<file path="config.mk">
export PLATFORM = sky130hd
export DESIGN_NAME = pbm_div
export DESIGN_NICKNAME = d
export VERILOG_FILES = /design/src/rtl/pbm_pkg.sv /design/src/rtl/pbm_div.sv
export SDC_FILE = /design/constraint.sdc
export NUM_CORES = 1
export LEC_CHECK = 0
export BUFFER_PORTS_ARGS = -buffer_cell sky130_fd_sc_hd__buf_2
export CAP_MARGIN = 20
export CELL_PAD_IN_SITES_DETAIL_PLACEMENT = 0
export CELL_PAD_IN_SITES_GLOBAL_PLACEMENT = 2
export CORE_ASPECT_RATIO = 0.75
export CORE_UTILIZATION = 40
export DETAILED_ROUTE_END_ITERATION = 10
export PLACE_DENSITY_LB_ADDON = 0.1
export RECOVER_POWER = 100
export SLEW_MARGIN = 20
export SYNTH_ARGS = -nofsm -noshare
export SYNTH_HDL_FRONTEND = slang
export SYNTH_SLANG_ARGS = --single-unit
</file>
<file path="constraint.sdc">
create_clock -name clk -period 2.59 [get_ports clk]
set_input_delay 0.518 -clock clk [delete_from_list [all_inputs] [get_ports clk]]
set_output_delay 0.518 -clock clk [all_outputs]
set_load 0.005 [all_outputs]
</file>
<file path="src/rtl/pbm_pkg.sv">
// Shared types, mode codes, rounding and clamp helpers and the soft light square root table for the blend unit.
`timescale 1ns / 1ps
`default_nettype none
package pbm_pkg;

	localparam logic [2:0] MODE_OVER       = 3'd0;
	localparam logic [2:0] MODE_MULTIPLY   = 3'd1;
	localparam logic [2:0] MODE_SCREEN     = 3'd2;
	localparam logic [2:0] MODE_OVERLAY    = 3'd3;
	localparam logic [2:0] MODE_HARD_LIGHT = 3'd4;
	localparam logic [2:0] MODE_SOFT_LIGHT = 3'd5;

	typedef logic [7:0] chan_t;
	typedef logic [255:0][7:0] sqrt_tab_t;

	// Scale by 1/255 with rounding: (p + 127) / 255 for p below 130433
	function automatic logic [8:0] rnd255(input logic [16:0] p);
		logic [17:0] s;
		logic [35:0] m;
		logic [9:0]  q;
		logic [17:0] r;
		begin
			s = {1'b0, p} + 18'd127;
			// Reciprocal rounded down, so the estimate is at most one short
			m = s * 18'd16448;
			q = m[31:22];
			r = s - 18'(q) * 18'd255;
			if (r >= 18'd255) q = q + 10'd1;
			rnd255 = q[8:0];
		end
	endfunction

	// Scale by 1/65025 with rounding: (n + 32512) / 65025 for n below 2^24
	function automatic logic [8:0] rnd65025(input logic [23:0] n);
		logic [24:0] s;
		logic [41:0] m;
		logic [9:0]  q;
		logic [24:0] r;
		begin
			s = {1'b0, n} + 25'd32512;
			// Reciprocal rounded down, so the estimate is at most one short
			m = 42'(s) * 42'd66051;
			q = m[41:32];
			r = s - 25'(q) * 25'd65025;
			if (r >= 25'd65025) q = q + 10'd1;
			rnd65025 = q[8:0];
		end
	endfunction

	// Clamp a wide value to 0..255
	function automatic chan_t clamp8(input logic [9:0] v);
		clamp8 = (v > 10'd255) ? 8'hFF : v[7:0];
	endfunction

	// round(sqrt(255*t)), built at elaboration as a constant table
	function automatic chan_t sqrt_rom(input chan_t t);
		logic [15:0] x;
		logic [8:0]  f;
		begin
			x = 16'd255 * 16'(t);
			f = 9'd0;
			for (int k = 8; k >= 0; k--) begin
				if ((18'(f | (9'd1 << k)) * 18'(f | (9'd1 << k))) <= 18'(x))
					f = f | (9'd1 << k);
			end
			if (18'(x) > 18'(f) * 18'(f) + 18'(f)) f = f + 9'd1;
			sqrt_rom = (f > 9'd255) ? 8'hFF : f[7:0];
		end
	endfunction

	function automatic sqrt_tab_t build_sqrt_tab();
		sqrt_tab_t tab;
		begin
			for (int i = 0; i < 256; i++)
				tab[i] = sqrt_rom(8'(i));
			build_sqrt_tab = tab;
		end
	endfunction

	localparam sqrt_tab_t SQRT_TAB = build_sqrt_tab();

endpackage
`default_nettype wire

</file>
<file path="src/rtl/pbm_div.sv">
// Pipelined restoring divider for the over mode colour quotient, one bit a stage.
`timescale 1ns / 1ps
`default_nettype none
module pbm_div (
	input  wire logic        clk,
	input  wire logic        en,
	input  wire logic [16:0] num,
	input  wire logic [8:0]  den,
	output logic [8:0]       quo
);
	import pbm_pkg::*;

	// Quotient is below 512 since num < 2^17 and den >= dividend weight; 9 steps
	logic [16:0] rem_s [0:9];
	logic [8:0]  den_s [0:9];
	logic [8:0]  q_s   [0:9];

	always_comb begin
		rem_s[0] = num;
		den_s[0] = den;
		q_s[0]   = '0;
	end

	genvar g;
	generate
		for (g = 0; g < 9; g++) begin : g_step
			logic [25:0] trial;
			logic        fit;
			assign trial = 26'(den_s[g]) << (8 - g);
			assign fit   = 26'(rem_s[g]) >= trial;
			// Advance one quotient bit, hold on stall
			always_ff @(posedge clk) begin
				if (en) begin
					rem_s[g+1] <= fit ? 17'(26'(rem_s[g]) - trial) : rem_s[g];
					den_s[g+1] <= den_s[g];
					q_s[g+1]   <= {q_s[g][7:0], fit};
				end
			end
		end
	endgenerate

	assign quo = q_s[9];
endmodule
`default_nettype wire

</file>
==> Word level (Yosys, flattened, before mapping) <==
Index checks and enable logic that the tools add are counted.
{ "totals": {"ff_bits": 253, "inputBits": 28} }
{ "classes": {"magnitude_cmp": 9, "mux": 8, "add_sub_neg": 8} }
{ "ops": {"columns": ["operator", "n"], "rows": [
  ["$mux W17", 8],
  ["$ge A17 B10 Y1", 1],
  ["$ge A17 B11 Y1", 1],
  ["$ge A17 B12 Y1", 1],
  ["$ge A17 B13 Y1", 1],
  ["$ge A17 B14 Y1", 1],
  ["$ge A17 B15 Y1", 1],
  ["$ge A17 B16 Y1", 1],
  ["$ge A17 B17 Y1", 1],
  ["$ge A17 B9 Y1", 1],
  ["$sub A17 B10 Y17", 1],
  ["$sub A17 B11 Y17", 1],
  ["$sub A17 B12 Y17", 1],
  ["$sub A17 B13 Y17", 1],
  ["$sub A17 B14 Y17", 1],
  ["$sub A17 B15 Y17", 1],
  ["$sub A17 B16 Y17", 1],
  ["$sub A17 B17 Y17", 1]
]} }

==> Logic depth before layout (Yosys ltp) <==
{ "logic_depth": {"word_depth": 2, "mapped_depth": 11, "depth_no_buf": 11} }

==> Least setup slack after synthesis <==
OpenSTA, ideal clock, no wires.
{ "synth_path": {"kind": "register -> register", "from": "register rem_s[107] in the netlist's numbering", "to": "register rem_s[95] in the netlist's numbering (data pin)", "required_ns": 2.321, "slack_ns": -0.183, "setup_time_ns": 0.269, "arrival_time_ns": 2.504, "path_stages_with_launch": 11, "path_cell_list": "edfxtp_1 -> inv_1 -> ha_1 -> inv_1 -> fa_1 -> a211oi_1 -> nor2_1 -> a221o_1 -> a21oi_1 -> clkbuf_1 -> o21ai_0"} }
{ "synth_between": {"elab_chain_cells": 2, "elab_cells_between_ends": 3, "cone_classes": "1 x add/sub; 1 x order compare; 1 x mux"} }
{ "synth_lines": {"columns": ["item", "line_no", "source"], "rows": [
  ["from (decl)", "pbm_div.sv:14", "logic [16:0] rem_s [0:9];"],
  ["from (signal, indexed assignment)", "pbm_div.sv:34", "rem_s[g+1] <= fit ? 17'(26'(rem_s[g]) - trial) : rem_s[g];"],
  ["$sub A17 B14 Y17 or $ge A17 B14 Y1 (tied branches)", "pbm_div.sv:34, pbm_div.sv:30", null],
  ["$mux W17 *", "pbm_div.sv:34", null]
]} }
Mark *: on every way between the ends. The rest lies on a longest branch, timed or not.
A chain may end at the register's enable or synchronous reset.

==> Worst setup path after layout <==
{ "layout_path": {"from": "register den_s[72] in the netlist's numbering", "to": "register rem_s[130] in the netlist's numbering (data pin)"} }
{ "layout_between": {"elab_chain_cells": 2, "elab_cells_between_ends": 3, "cone_classes": "1 x add/sub; 1 x order compare; 1 x mux"} }
{ "layout_lines": {"columns": ["item", "line_no", "source"], "rows": [
  ["from (decl)", "pbm_div.sv:15", "logic [8:0] den_s [0:9];"],
  ["from (signal, indexed assignment)", "pbm_div.sv:35", "den_s[g+1] <= den_s[g];"],
  ["$ge A17 B16 Y1", "pbm_div.sv:30", "assign fit = 26'(rem_s[g]) >= trial;"],
  ["via g_step[1].fit", "pbm_div.sv:28", "logic fit;"],
  ["$mux W17", "pbm_div.sv:34", null]
]} }
The timed path passes the listed nets, and every way through them passes these cells.

==> impl_metrics.env <==
export IMPL_power_per_cell_area_nw_per_um2=959
export IMPL_drc=0
export IMPL_ctsLongestPathBuffers=3
export IMPL_seqPwrFrac=0.420
export IMPL_fmaxAchievable_ghz=0.389
export IMPL_initial_core_util=0.406
export IMPL_cts_tree="yes"
export IMPL_cts_root_buf="clkbuf_16"
export IMPL_clk_latency_ps=550
export IMPL_synthesis_nets=1112
export IMPL_worst_path_max_fanout=4
export IMPL_cp_required_ps=2890
export IMPL_first_pass_iters=5
export IMPL_die_w_um=208
export IMPL_ios=37
export IMPL_clock_sinks=253
export IMPL_worstSetupPathType="reg2reg"
export IMPL_syn_area_sq_um=12700
export IMPL_grt_pass1_wl_um=43500
export IMPL_hold_class="in2reg"
export IMPL_die_area_sq_um=32500
export IMPL_die_y_um=156
export IMPL_syn_area_per_cell_sq_um=12.8
export IMPL_synth_fa_ha_area_frac=0.0925
export IMPL_period_needed_ps=2570
export IMPL_grt_pass1_vias=7786
export IMPL_nNetsFinal=1259
export IMPL_synth_xor_area_frac=0.0455
export IMPL_diodes=0
export IMPL_skew_ps=24.2
export IMPL_ys_warn_count=0
export IMPL_endpoint_kind="flip-flop"
export IMPL_multiInputGateArea_sq_um=4830
export IMPL_wire_per_inst_um=17.3
export IMPL_dp_slack_ps=-116
export IMPL_slew_headroom=0.111
export IMPL_synth_compound_area_share=0.101
export IMPL_min_period_over_period=0.991
export IMPL_start_kind="flip-flop"
export IMPL_setup_ws_ps=22.5
export IMPL_grt_start_max_net_pins=49
export IMPL_status="completed"
export IMPL_peakVddDrop_v=0.000533
export IMPL_worst_slew_pin_slew_ps=1330
export IMPL_p_clk_frac=0.263
export IMPL_grt_use_total=0.173
export IMPL_synthMuxAreaShare=0.0279
export IMPL_rsz0062_at_grt="yes"
export IMPL_cp_arrival_ps=2870
export IMPL_synthArstFlopShare=0
export IMPL_num_rows=56
export IMPL_h_tree_depth=1
export IMPL_wl_um=27100
export IMPL_swShare=0.309
export IMPL_gp_congestion=0.841
export IMPL_io_buffers=36
export IMPL_cts_buffers_inserted=27
export IMPL_coreArea_sq_um=31300
export IMPL_synth_top_family_by_area="compound AO/OA/AOI/OAI gates"
export IMPL_setup_violations=0
export IMPL_synthFlopType="edfxtp_1"
export IMPL_synth_edff_count=253
export IMPL_path_clk_slew_ps=60
export IMPL_yosys_area_share_simple=0.0938
export IMPL_drtAntennaViolNets=0
export IMPL_p_sw_mw=4.49
export IMPL_seq_area_frac_synth=0.599
export IMPL_seqCellArea_sq_um=7600
export IMPL_drive_gt1_frac=0.199
export IMPL_final_common_cell="edfxtp_1"
export IMPL_slew_violations=0
export IMPL_p_total_mw=14.5
export IMPL_avgViaCountPerCell=4.99
export IMPL_synth_seq_cells=253
export IMPL_syn_to_final_growth_pct=19.3
export IMPL_fill_cells=2811
export IMPL_grt_antenna_before_repair=0
export IMPL_dp_hpwl_um=20500
export IMPL_p_comb_frac=0.317
export IMPL_final_core_util=0.485
export IMPL_drtIter0Drc=601
export IMPL_final_cell_mix="edfxtp_1 (253), inv_1 (103), ha_1 (79)"
export IMPL_drv_cap=0
export IMPL_p_int_mw=10.0
export IMPL_overflow=0
export IMPL_hold_violations=0
export IMPL_power_leakage_nw=5.99
export IMPL_syn_inst=995
export IMPL_vias=7824
export IMPL_ys_types=66
[area by class of cell]
| type | count | area share |
|---|---|---|
| Tap cell | 406 | 0.0335 |
| Sequential cell | 253 | 0.502 |
| Timing Repair Buffer | 136 | 0.0622 |
| Clock buffer | 31 | 0.0456 |
| Inverter | 106 | 0.0264 |
| Multi-Input combinational cell | 618 | 0.319 |
| Clock inverter | 18 | 0.0120 |
[per-stage QoR]
stage | setup TNS, ps | instances | hold WS [ps] | cell area (sq um)
after floorplan | 0 | 995 | 400 | 12700
after global placement | -646 | 1508 | 401 | 14000
after detailed placement | -992 | 1508 | 405 | 14000
after CTS | 0 | 1559 | 137 | 15000
after global routing | -844 | 1568 | 147 | 15100
final | 0 | 1568 | 170 | 15100
[power groups by stage]
stage	Combinational (mW)	Clock (mW)	Sequential (mW)
after floorplan	3.03	0	5.95
after global placement	4.37	0	6.19
after detailed placement	4.36	0	6.18
after CTS	4.44	3.93	6.10
after global routing	5.17	4.09	6.20
final	4.60	3.82	6.11
[worst max-delay path: stages, from the launching register on]
cell and delay, ps:
edfxtp_1 380, ha_1 220, fa_2 350, nor2b_1 210
o31a_1 260, o221a_2 240, o21ai_2 60, nand2_2 120
buf_6 140, mux2_2 330
[path summary, 6_finish.rpt]
kind / start / to / slack, ps / cells after the start
hold / removal: den[4] / den_s[76] / 170 / 1
hold reg to reg: q_s[19] / q_s[11] / 410 / 0
setup reg to reg: den_s[72] / rem_s[130] / 20 / 9
setup / recovery: den_s[72] / rem_s[130] / 20 / 9
[kinds of logic (layout without fill, tap and decap cells)]
kind of cell | after synthesis | after routing
fa+ha+maj | 89 | 89
mux | 31 | 31
compound gates | 200 | 200
flops | 253 | 253
xor+xnor | 66 | 66
simple gates | 232 | 232
buf+inv | 124 | 291
[cell usage after synthesis, types with 5 or more instances]
master	instances	share of area
a211oi_1	9	0.0053
a21o_1	27	0.016
a21oi_1	54	0.021
a31oi_1	8	0.0039
and3_1	6	0.0030
buf_4	9	0.0053
clkbuf_1	5	0.0015
edfxtp_1	253	0.60
fa_1	8	0.013
ha_1	81	0.080
inv_1	105	0.031
mux2_2	23	0.020
mux2i_1	5	0.0039
nand2_1	54	0.016
nand2b_1	21	0.010
nand3_1	15	0.0059
nand3b_1	5	0.0030
nand4_1	6	0.0030
nor2_1	60	0.018
nor2b_1	6	0.0030
nor3_1	15	0.0059
nor4_1	12	0.0059
nor4b_1	6	0.0041
o21a_1	8	0.0047
o21ai_0	49	0.019
o31ai_1	8	0.0047
or3_1	8	0.0039
xnor2_1	41	0.028
xor2_1	25	0.017
[flip-flops by register name, indices dropped and copies added, names as in the netlist]
register	flops
quo	9
den_s	72
rem_s	136
q_s	36
[layer usage]
| layer | global-route usage | vias to the layer above | wire length (um) |
|---|---|---|---|
| met2 | 0.261 | 112 | 11300 |
| li1 | - | 3988 | - |
| met5 | 0 | - | 0 |
| met1 | 0.262 | 3694 | 14300 |
| met3 | 0.0273 | 30 | 1050 |
| met4 | 0.0335 | 0 | 427 |
[repair_timing]
action / in CTS / in global routing
hold buffers: 0 / 0
buffers inserted: 2 / 8
pin swaps: 7 / 21
setup endpoints to repair: 30 / 67
gates cloned: 0 / 1
resized for setup: 16 / 48
endpoints found under the hold margin: 0 / 0
(Power assumes the default switching activity.)
