**src/rtl/pbm_pkg.sv**
```systemverilog
// Shared types, mode codes, rounding and clamp helpers and the soft light square root table for the blend unit.
`timescale 1ns / 1ps
`default_nettype none
package pbm_pkg;

	localparam logic [2:0] MODE_OVER       = 3'd0;
	localparam logic [2:0] MODE_MULTIPLY   = 3'd1;
	localparam logic [2:0] MODE_SCREEN     = 3'd2;
	localparam logic [2:0] MODE_OVERLAY    = 3'd3;
	localparam logic [2:0] MODE_HARD_LIGHT = 3'd4;
	localparam logic [2:0] MODE_SOFT_LIGHT = 3'd5;

	typedef logic [7:0] chan_t;
	typedef logic [255:0][7:0] sqrt_tab_t;

	// Scale by 1/255 with rounding: (p + 127) / 255 for p below 130433
	function automatic logic [8:0] rnd255(input logic [16:0] p);
		logic [17:0] s;
		logic [35:0] m;
		logic [9:0]  q;
		logic [17:0] r;
		begin
			s = {1'b0, p} + 18'd127;
			// Reciprocal rounded down, so the estimate is at most one short
			m = s * 18'd16448;
			q = m[31:22];
			r = s - 18'(q) * 18'd255;
			if (r >= 18'd255) q = q + 10'd1;
			rnd255 = q[8:0];
		end
	endfunction

	// Scale by 1/65025 with rounding: (n + 32512) / 65025 for n below 2^24
	function automatic logic [8:0] rnd65025(input logic [23:0] n);
		logic [24:0] s;
		logic [41:0] m;
		logic [9:0]  q;
		logic [24:0] r;
		begin
			s = {1'b0, n} + 25'd32512;
			// Reciprocal rounded down, so the estimate is at most one short
			m = 42'(s) * 42'd66051;
			q = m[41:32];
			r = s - 25'(q) * 25'd65025;
			if (r >= 25'd65025) q = q + 10'd1;
			rnd65025 = q[8:0];
		end
	endfunction

	// Clamp a wide value to 0..255
	function automatic chan_t clamp8(input logic [9:0] v);
		clamp8 = (v > 10'd255) ? 8'hFF : v[7:0];
	endfunction

	// round(sqrt(255*t)), built at elaboration as a constant table
	function automatic chan_t sqrt_rom(input chan_t t);
		logic [15:0] x;
		logic [8:0]  f;
		begin
			x = 16'd255 * 16'(t);
			f = 9'd0;
			for (int k = 8; k >= 0; k--) begin
				if ((18'(f | (9'd1 << k)) * 18'(f | (9'd1 << k))) <= 18'(x))
					f = f | (9'd1 << k);
			end
			if (18'(x) > 18'(f) * 18'(f) + 18'(f)) f = f + 9'd1;
			sqrt_rom = (f > 9'd255) ? 8'hFF : f[7:0];
		end
	endfunction

	function automatic sqrt_tab_t build_sqrt_tab();
		sqrt_tab_t tab;
		begin
			for (int i = 0; i < 256; i++)
				tab[i] = sqrt_rom(8'(i));
			build_sqrt_tab = tab;
		end
	endfunction

	localparam sqrt_tab_t SQRT_TAB = build_sqrt_tab();

endpackage
`default_nettype wire

```
**src/rtl/pbm_chan.sv**
```systemverilog
// Per channel blend arithmetic, registered in three stages.
`timescale 1ns / 1ps
`default_nettype none
module pbm_chan (
	input  wire logic        clk,
	input  wire logic        en,
	input  wire logic [2:0]  mode,
	input  wire logic [7:0]  t,
	input  wire logic [7:0]  b,
	output logic [7:0]       res
);
	import pbm_pkg::*;

	logic [16:0] p_s1;
	logic        inv_s1;
	logic [16:0] q_s1;
	logic        soft_lo_s1;
	logic [2:0]  mode_s1;
	logic [7:0]  t_s1;
	logic [7:0]  sq_s1;
	logic [8:0]  pp_s1;
	logic [15:0] sa_s1;

	logic [2:0]  mode_s2;
	logic [7:0]  t_s2;
	logic        inv_s2;
	logic        soft_lo_s2;
	logic [16:0] p_s2;
	logic [23:0] lo_s2;
	logic [16:0] hi_s2;

	logic [7:0]  res_s3;

	logic [7:0]  nt, nb, sb_lo;
	logic [16:0] tb, nn;
	assign nt    = 8'd255 - t;
	assign nb    = 8'd255 - b;
	assign sb_lo = 8'd255 - {b[6:0], 1'b0};
	assign tb    = 17'(t) * 17'(b);
	assign nn    = 17'(nt) * 17'(nb);

	// Stage 1: per channel products and square root lookup, select by mode
	always_ff @(posedge clk) begin
		if (en) begin
			mode_s1    <= mode;
			t_s1       <= t;
			soft_lo_s1 <= b < 8'd128;
			sq_s1      <= SQRT_TAB[t];
			pp_s1      <= 9'({b, 1'b0} - 9'd255);
			q_s1       <= 17'(t) * 17'(nb);
			sa_s1      <= 16'(t) * 16'(sb_lo);
			inv_s1     <= 1'b0;
			p_s1       <= tb;
			case (mode)
				MODE_SCREEN: begin
					p_s1 <= nn; inv_s1 <= 1'b1;
				end
				MODE_OVERLAY: begin
					p_s1 <= (t < 8'd128) ? tb : nn; inv_s1 <= t >= 8'd128;
				end
				MODE_HARD_LIGHT: begin
					p_s1 <= (b < 8'd128) ? tb : nn; inv_s1 <= b >= 8'd128;
				end
				default: begin
				end
			endcase
		end
	end

	// Stage 2: soft light numerators
	// low bottom: 2tb*255 + t^2(255-2b); high bottom: S[t](2b-255) + 2t(255-b)
	always_ff @(posedge clk) begin
		if (en) begin
			mode_s2    <= mode_s1;
			t_s2       <= t_s1;
			inv_s2     <= inv_s1;
			soft_lo_s2 <= soft_lo_s1;
			p_s2       <= p_s1;
			lo_s2      <= 24'(p_s1) * 24'd510 + 24'(t_s1) * 24'(sa_s1);
			hi_s2      <= 17'(18'(sq_s1) * 18'(pp_s1) + {q_s1, 1'b0});
		end
	end

	// Stage 3 arithmetic: scale, clamp and select
	logic [9:0]  mul_r, mix2_r;
	logic [9:0]  lo_r, hi_r;
	logic [7:0]  sel;

	assign mul_r  = 10'(rnd255(p_s2));
	// Overlay products stay below 2^16, so doubling fits 17 bits
	assign mix2_r = 10'(rnd255({p_s2[15:0], 1'b0}));
	assign lo_r   = 10'(rnd65025(lo_s2));
	assign hi_r   = 10'(rnd255(hi_s2));

	always_comb begin
		case (mode_s2)
			MODE_MULTIPLY:   sel = clamp8(mul_r);
			MODE_SCREEN:     sel = 8'd255 - clamp8(mul_r);
			MODE_OVERLAY:    sel = inv_s2 ? 8'd255 - clamp8(mix2_r) : clamp8(mix2_r);
			MODE_HARD_LIGHT: sel = inv_s2 ? 8'd255 - clamp8(mix2_r) : clamp8(mix2_r);
			MODE_SOFT_LIGHT: sel = soft_lo_s2 ? clamp8(lo_r) : clamp8(hi_r);
			default:         sel = t_s2;
		endcase
	end

	always_ff @(posedge clk) begin
		if (en) res_s3 <= sel;
	end

	assign res = res_s3;
endmodule
`default_nettype wire

```
**config.mk**
```make
export PLATFORM = sky130hd
export DESIGN_NAME = pbm_chan
export DESIGN_NICKNAME = d
export VERILOG_FILES = /design/src/rtl/pbm_pkg.sv /design/src/rtl/pbm_chan.sv
export SDC_FILE = /design/constraint.sdc
export NUM_CORES = 2
export LEC_CHECK = 0
export BUFFER_PORTS_ARGS = -buffer_cell sky130_fd_sc_hd__buf_2
export CAP_MARGIN = 30
export CORE_UTILIZATION = 45
export DETAILED_ROUTE_END_ITERATION = 7
export SLEW_MARGIN = 5
export SYNTH_ARGS = -nofsm -noshare
export SYNTH_HDL_FRONTEND = slang
export SYNTH_SLANG_ARGS = --single-unit
```
**constraint.sdc**
```tcl
create_clock -name clk -period 15.7 [get_ports clk]
set_clock_uncertainty 0.05 [all_clocks]
set_input_delay 1.57 -clock clk [delete_from_list [all_inputs] [get_ports clk]]
set_output_delay 1.57 -clock clk [all_outputs]
set_load 0.01 [all_outputs]
```
Word-level counts from Yosys, hierarchy flattened

Memories as Yosys holds them, arrays and structs flattened. A register that Yosys moved wholly into a read port is not among the register bits.
Index checks and enable logic that the tools add are counted.

Reduce and logical (&&, ||, !) cells: 1
Equality and inequality tests: 8
Muxes and demuxes: 15
Add/sub/neg operators: 20
Multipliers: 15
$lt $le $gt $ge: 12

Operator list:

| kind                     | number |
|---|---|
| $mul A18 B9 Y26 const B  | 3 |
| $mul A8 B8 Y16           | 4 |
| $add A17 B7 Y18 const B  | 3 |
| $ge A18 B8 Y1 const B    | 3 |
| $mul A10 B8 Y18 const B  | 3 |
| $sub A18 B18 Y18         | 3 |
| $mux W8                  | 6 |
| $pmux W16 S3             | 1 |
| $mul A25 B17 Y42 const B | 1 |
| $sub A8 B8 Y8 const A    | 5 |
| $add A9 B1 Y9 const B    | 4 |
| $gt A9 B8 Y1 const B     | 4 |
| $mux W9                  | 4 |
| $mux W16                 | 2 |
| $pmux W8 S4              | 1 |
| $add A24 B15 Y25 const B | 1 |
| $ge A25 B16 Y1 const B   | 1 |
| $mul A10 B16 Y25 const B | 1 |
| $sub A25 B25 Y25         | 1 |
| $add A24 B24 Y24         | 1 |
| $mul A8 B16 Y24          | 1 |
| $mul A17 B8 Y23 const B  | 1 |
| $add A17 B17 Y17         | 1 |
| $mul A8 B9 Y17           | 1 |
| other kinds (8)          | 15 |

Word-level logic and storage cells: 88
Bits of input ports: 21
Memories kept: 1
Output and inout port bits: 8
Memory bits (read-only): 2,048
Bits in registers: 150

Memory list:

| name             | words | bits a word | read ports | clocked after Yosys merged registers in | write ports | RTL line       | source |
|---|---|---|---|---|---|---|---|
| (name not given) | 256   | 8           | 1          | 1                                       | 0           | pbm_chan.sv:48 | `sq_s1 <= SQRT_TAB[t];` |

Longest topological paths before layout

Depth in word-level cells: 11
Mapped depth: 49

Least setup slack after synthesis

No wires, ideal clock.

Path kind: reg2reg
From: reg lo_s2[12]
To: reg res_s3[2], in the netlist res[2] (data pin)
Arrival: 10,792 ps
Path slack: 4,599 ps
Stages on the path, launching flop included: 46
Required time: 15,391 ps
Period minus slack after synthesis: 11,101 ps
Cell sequence: edfxtp_1 or4_4 nor2_1 nor3_1 xnor2_1 inv_1 ha_1 ha_1 fa_1 inv_1 fa_1 inv_1 ha_1 a21oi_1 o21ai_0 a221oi_1 o21a_1 o31ai_1 [10 not listed] inv_1 fa_1 fa_1 inv_1 fa_1 inv_1 ha_1 o21ai_0 nand2b_1 a21oi_1 o31ai_1 or4_1 nand4_1 and4b_4 nor2_4 a211o_1 a211oi_1 nor2_1

Cells in the longest elaborated chain, start to end: 10
Elaborated cells between the ends (all ways): 11

RTL lines:

| element                  | RTL line        | source |
|---|---|---|
| start: declaration       | pbm_chan.sv:29  | `logic [23:0] lo_s2;` |
| start signal: assignment | pbm_chan.sv:79  | `lo_s2 <= 24'(p_s1) * 24'd510 + 24'(t_s1) * 24'(sa_s1);` |
| $add A24 B15 Y25 (*)     | pbm_pkg.sv:40   | `s = {1'b0, n} + 25'd32512;` |
| $mul A25 B17 Y42         | pbm_pkg.sv:42   | `m = 42'(s) * 42'd66051;` |
| $mul A10 B16 Y25         | pbm_pkg.sv:44   | `r = s - 25'(q) * 25'd65025;` |
| $sub A25 B25 Y25         | pbm_pkg.sv:44   |  |
| $ge A25 B16 Y1           | pbm_pkg.sv:45   | `if (r >= 25'd65025) q = q + 10'd1;` |
| $mux W9 (*)              | pbm_pkg.sv:45   |  |
| $gt A9 B8 Y1             | pbm_pkg.sv:52   | `clamp8 = (v > 10'd255) ? 8'hFF : v[7:0];` |
| $mux W8 (*)              | pbm_pkg.sv:52   |  |
| $mux W8 (*)              | pbm_chan.sv:101 | `MODE_SOFT_LIGHT: sel = soft_lo_s2 ? clamp8(lo_r) : clamp8(hi_r);` |
| $pmux W8 S4 (*)          | pbm_chan.sv:96  | `case (mode_s2)` |
| named net sel[2]         | pbm_chan.sv:87  | `logic [7:0] sel;` |
| end signal: assignment   | pbm_chan.sv:107 | `if (en) res_s3 <= sel;` |
| end: declaration         | pbm_chan.sv:32  | `logic [7:0] res_s3;` |

Mark *: on every way through the listed nets, which the timed path passes. The rest lies on a longest branch.
A chain may end at the register's enable or synchronous reset.

Final worst setup path

From: reg lo_s2[12]
To: reg res_s3[7], in the netlist res[7] (data pin)

Same word-level chain as after synthesis.

==> results.json <==
{
  "clock-sinks": 152,
  "antenna-diode-count": 0,
  "clkLatencyLatePin_ns": 0.45,
  "tightest_slew_ns": 0.9486,
  "vias": 30430,
  "post-cts-setup-buffer-count": 0,
  "grt-ovfl-total": 0,
  "grt.total_usage_pct": 21.06,
  "seq_area_frac_synth_pct": 10.91,
  "synth_top_cell_area_share_pct": 28.91,
  "yosys_warnings": 0,
  "fin_tns_setup_ns": 0,
  "first_pass_iters": 5,
  "worst_ep_required_time_ns": 15.84,
  "critPathKind": "flop to flop",
  "ys_types": 102,
  "synth-seq-cells": 152,
  "area_growth_pct": 5.044,
  "worstSetupEndpointType": "flop",
  "dp_hpwl_um": 79540,
  "yosysTopAreaCell": "fa_1",
  "hold_viol": 0,
  "clock-root-buffer": "clkbuf_16",
  "grt_max_degree": 83,
  "ys.flop_type": "edfxtp_1",
  "antenna_found_initial": 2,
  "cts_made_buffers": 17,
  "slowest_delay_ns": 0.59,
  "detail_route.wl_per_cell_um": 16.60,
  "grt_pass1_wl_um": 158700,
  "finalCritPeriodShare_pct": 80.82,
  "max_slew_margin_pct": 36.30,
  "viasPerCell": 5.246,
  "timing.final.crit_period_ns": 12.69,
  "clk_pin_slew_worst_paths_ns": 0.07,
  "ys_top_cells_by_count": "1,003 x inv_1, 689 x ha_1, 604 x fa_1",
  "cp_max_fo": 8,
  "maxSlewViolCount": 0,
  "drv_cap": 0,
  "postCtsHoldBufs": 0,
  "fmax_ghz": 0.07881,
  "post_cts_resized": 0,
  "drive_above_1_share_pct": 3.598,
  "grt_pass1_vias": 30200,
  "clock_tree.buffer_depth": 2,
  "synthCells": 4577,
  "hp-class": "flop to flop",
  "worst_hold_slack_ns": 0.3930,
  "cpMaxStageDelayCell": "or4_4",
  "setup_viol": 0,
  "rsz0062_at_grt": "false",
  "wl_um": 96310,
  "nFillCells": 8762,
  "num_io_pins": 29,
  "dp_slack_ns": 2.810,
  "avgSynthCellArea_um2": 9.137,
  "initial_core_util_pct": 45.55,
  "synth.most_common_cell": "inv_1",
  "num_rows": 111,
  "gp_congestion": 0.8793,
  "seqCellArea_um2": 4564,
  "setup_slack_ns": 3.012,
  "worst_path_most_repeated_cell": "inv_1",
  "drtIter0Drc": 1600,
  "io_buffers": 28,
  "syn_area_um2": 41820,
  "start_kind": "flop",
  "synth-async-reset-ratio_pct": 0,
  "cts.htree.levels": 4,
  "tritoncts": "built",
  "synthTopCellsByArea": "fa_1 29%, ha_1 21%, edfxtp_1 11%, inv_1 9.0%, xnor2_1 4.1%",
  "core_um2": 91800,
  "arrival_ns": 12.83,
  "nNetsFinal": 5859,
  "status": "finished, final reports clean",
  "fp.dieW_um": 306.9,
  "die_y_um": 306.9,
  "drc_errors": 0,
  "multiInputGateArea_um2": 33080,
  "die_area_um2": 94160,
  "postRouteAntennaNets": 0,
  "synth_edf_count": 152
}
==> registers in the layout, summed over array words and instances, names as in the netlist <==
signal,cells
p_s1,16
sq_s1,8
inv_s1,1
hi_s2,17
sa_s1,15
soft_lo_s1,1
p_s2,16
inv_s2,1
mode_s1,3
lo_s2,23
pp_s1,7
soft_lo_s2,1
t_s2,8
q_s1,16
mode_s2,3
t_s1,8
res,8
==> layout make-up <==
class	instances	share of cell area [%]
clock buffer	18	0.9769
clock inverter	14	0.3959
inverter	1008	8.619
multi-input combinational	3315	75.31
sequential	152	10.39
tap	1243	3.540
timing repair buffer	51	0.7719
==> per-stage QoR <==
stage / instance area (um^2) / std cells / util [%]
after global placement: 43280 / 5766 / 47.15
after floorplan: 41840 / 4582 / -
after global routing: 43930 / 5801 / 47.85
after detailed placement: 43320 / 5768 / 47.19
final: 43930 / 5801 / 47.85
after CTS: 43920 / 5800 / 47.84
==> layout by cell type, fill, tap and decap left out, drive strengths merged, types with 14 or more instances in the layout <==
cell type,n
inv,1009
ha,689
fa,604
nand2,289
nor2,254
a21oi,205
xnor2,197
edfxtp,152
and2,149
o21ai,140
nand2b,65
xor2,64
nand3,56
nor3,54
buf,51
a21o,50
or2,39
a211oi,36
o211ai,30
nor2b,29
a31oi,25
nand4,24
o21bai,22
o31ai,19
and3,18
clkbuf,18
o21a,17
mux2i,17
o22ai,16
a21boi,16
a2111oi,14
==> worst paths after layout <==
kind              start    endpoint  slack, ns  depth (start not counted)
max           lo_s2[12]      res[7]       3.01                         45
min reg2reg  mode_s1[1]  mode_s2[1]       0.39                          0
min          mode_s1[1]  mode_s2[1]       0.39                          0
max reg2reg   lo_s2[12]      res[7]       3.01                         45
==> metal layers <==
metal	share of wire (%)	GRT usage (%)	wire length, um	vias up
met3	3.6	1.971	3479	87
met2	46	34.15	44280	556
met5	0	0	0	-
li1	-	-	-	14760
met4	1.7	4.244	1651	0
met1	49	30.56	46910	15030
==> logic make-up after synthesis <==
| group | after synthesis | synth area share (%) |
|---|---|---|
| other | 2 | 0.01796 |
| adder cells (fa/ha/maj) | 1294 | 49.55 |
| multiplexers | 24 | 0.6223 |
| XOR/XNOR | 262 | 5.601 |
| buffers and inverters | 1115 | 10.04 |
| flip-flops | 152 | 10.91 |
| AND/OR/NAND/NOR | 1049 | 12.55 |
| AO/OA/AOI/OAI | 679 | 10.70 |
==> critical path: cells and delay by family, from the launching register on <==
kind	cells	cell delay, ns
fa+ha+maj	11	4.47
buf+inv	9	0.91
compound gates	14	3.37
xor+xnor	4	1.51
flops	1	0.44
simple gates	7	1.61
Power is not shown: default switching activity piles up to over one toggle a cycle in this logic, so the estimate is an artifact.
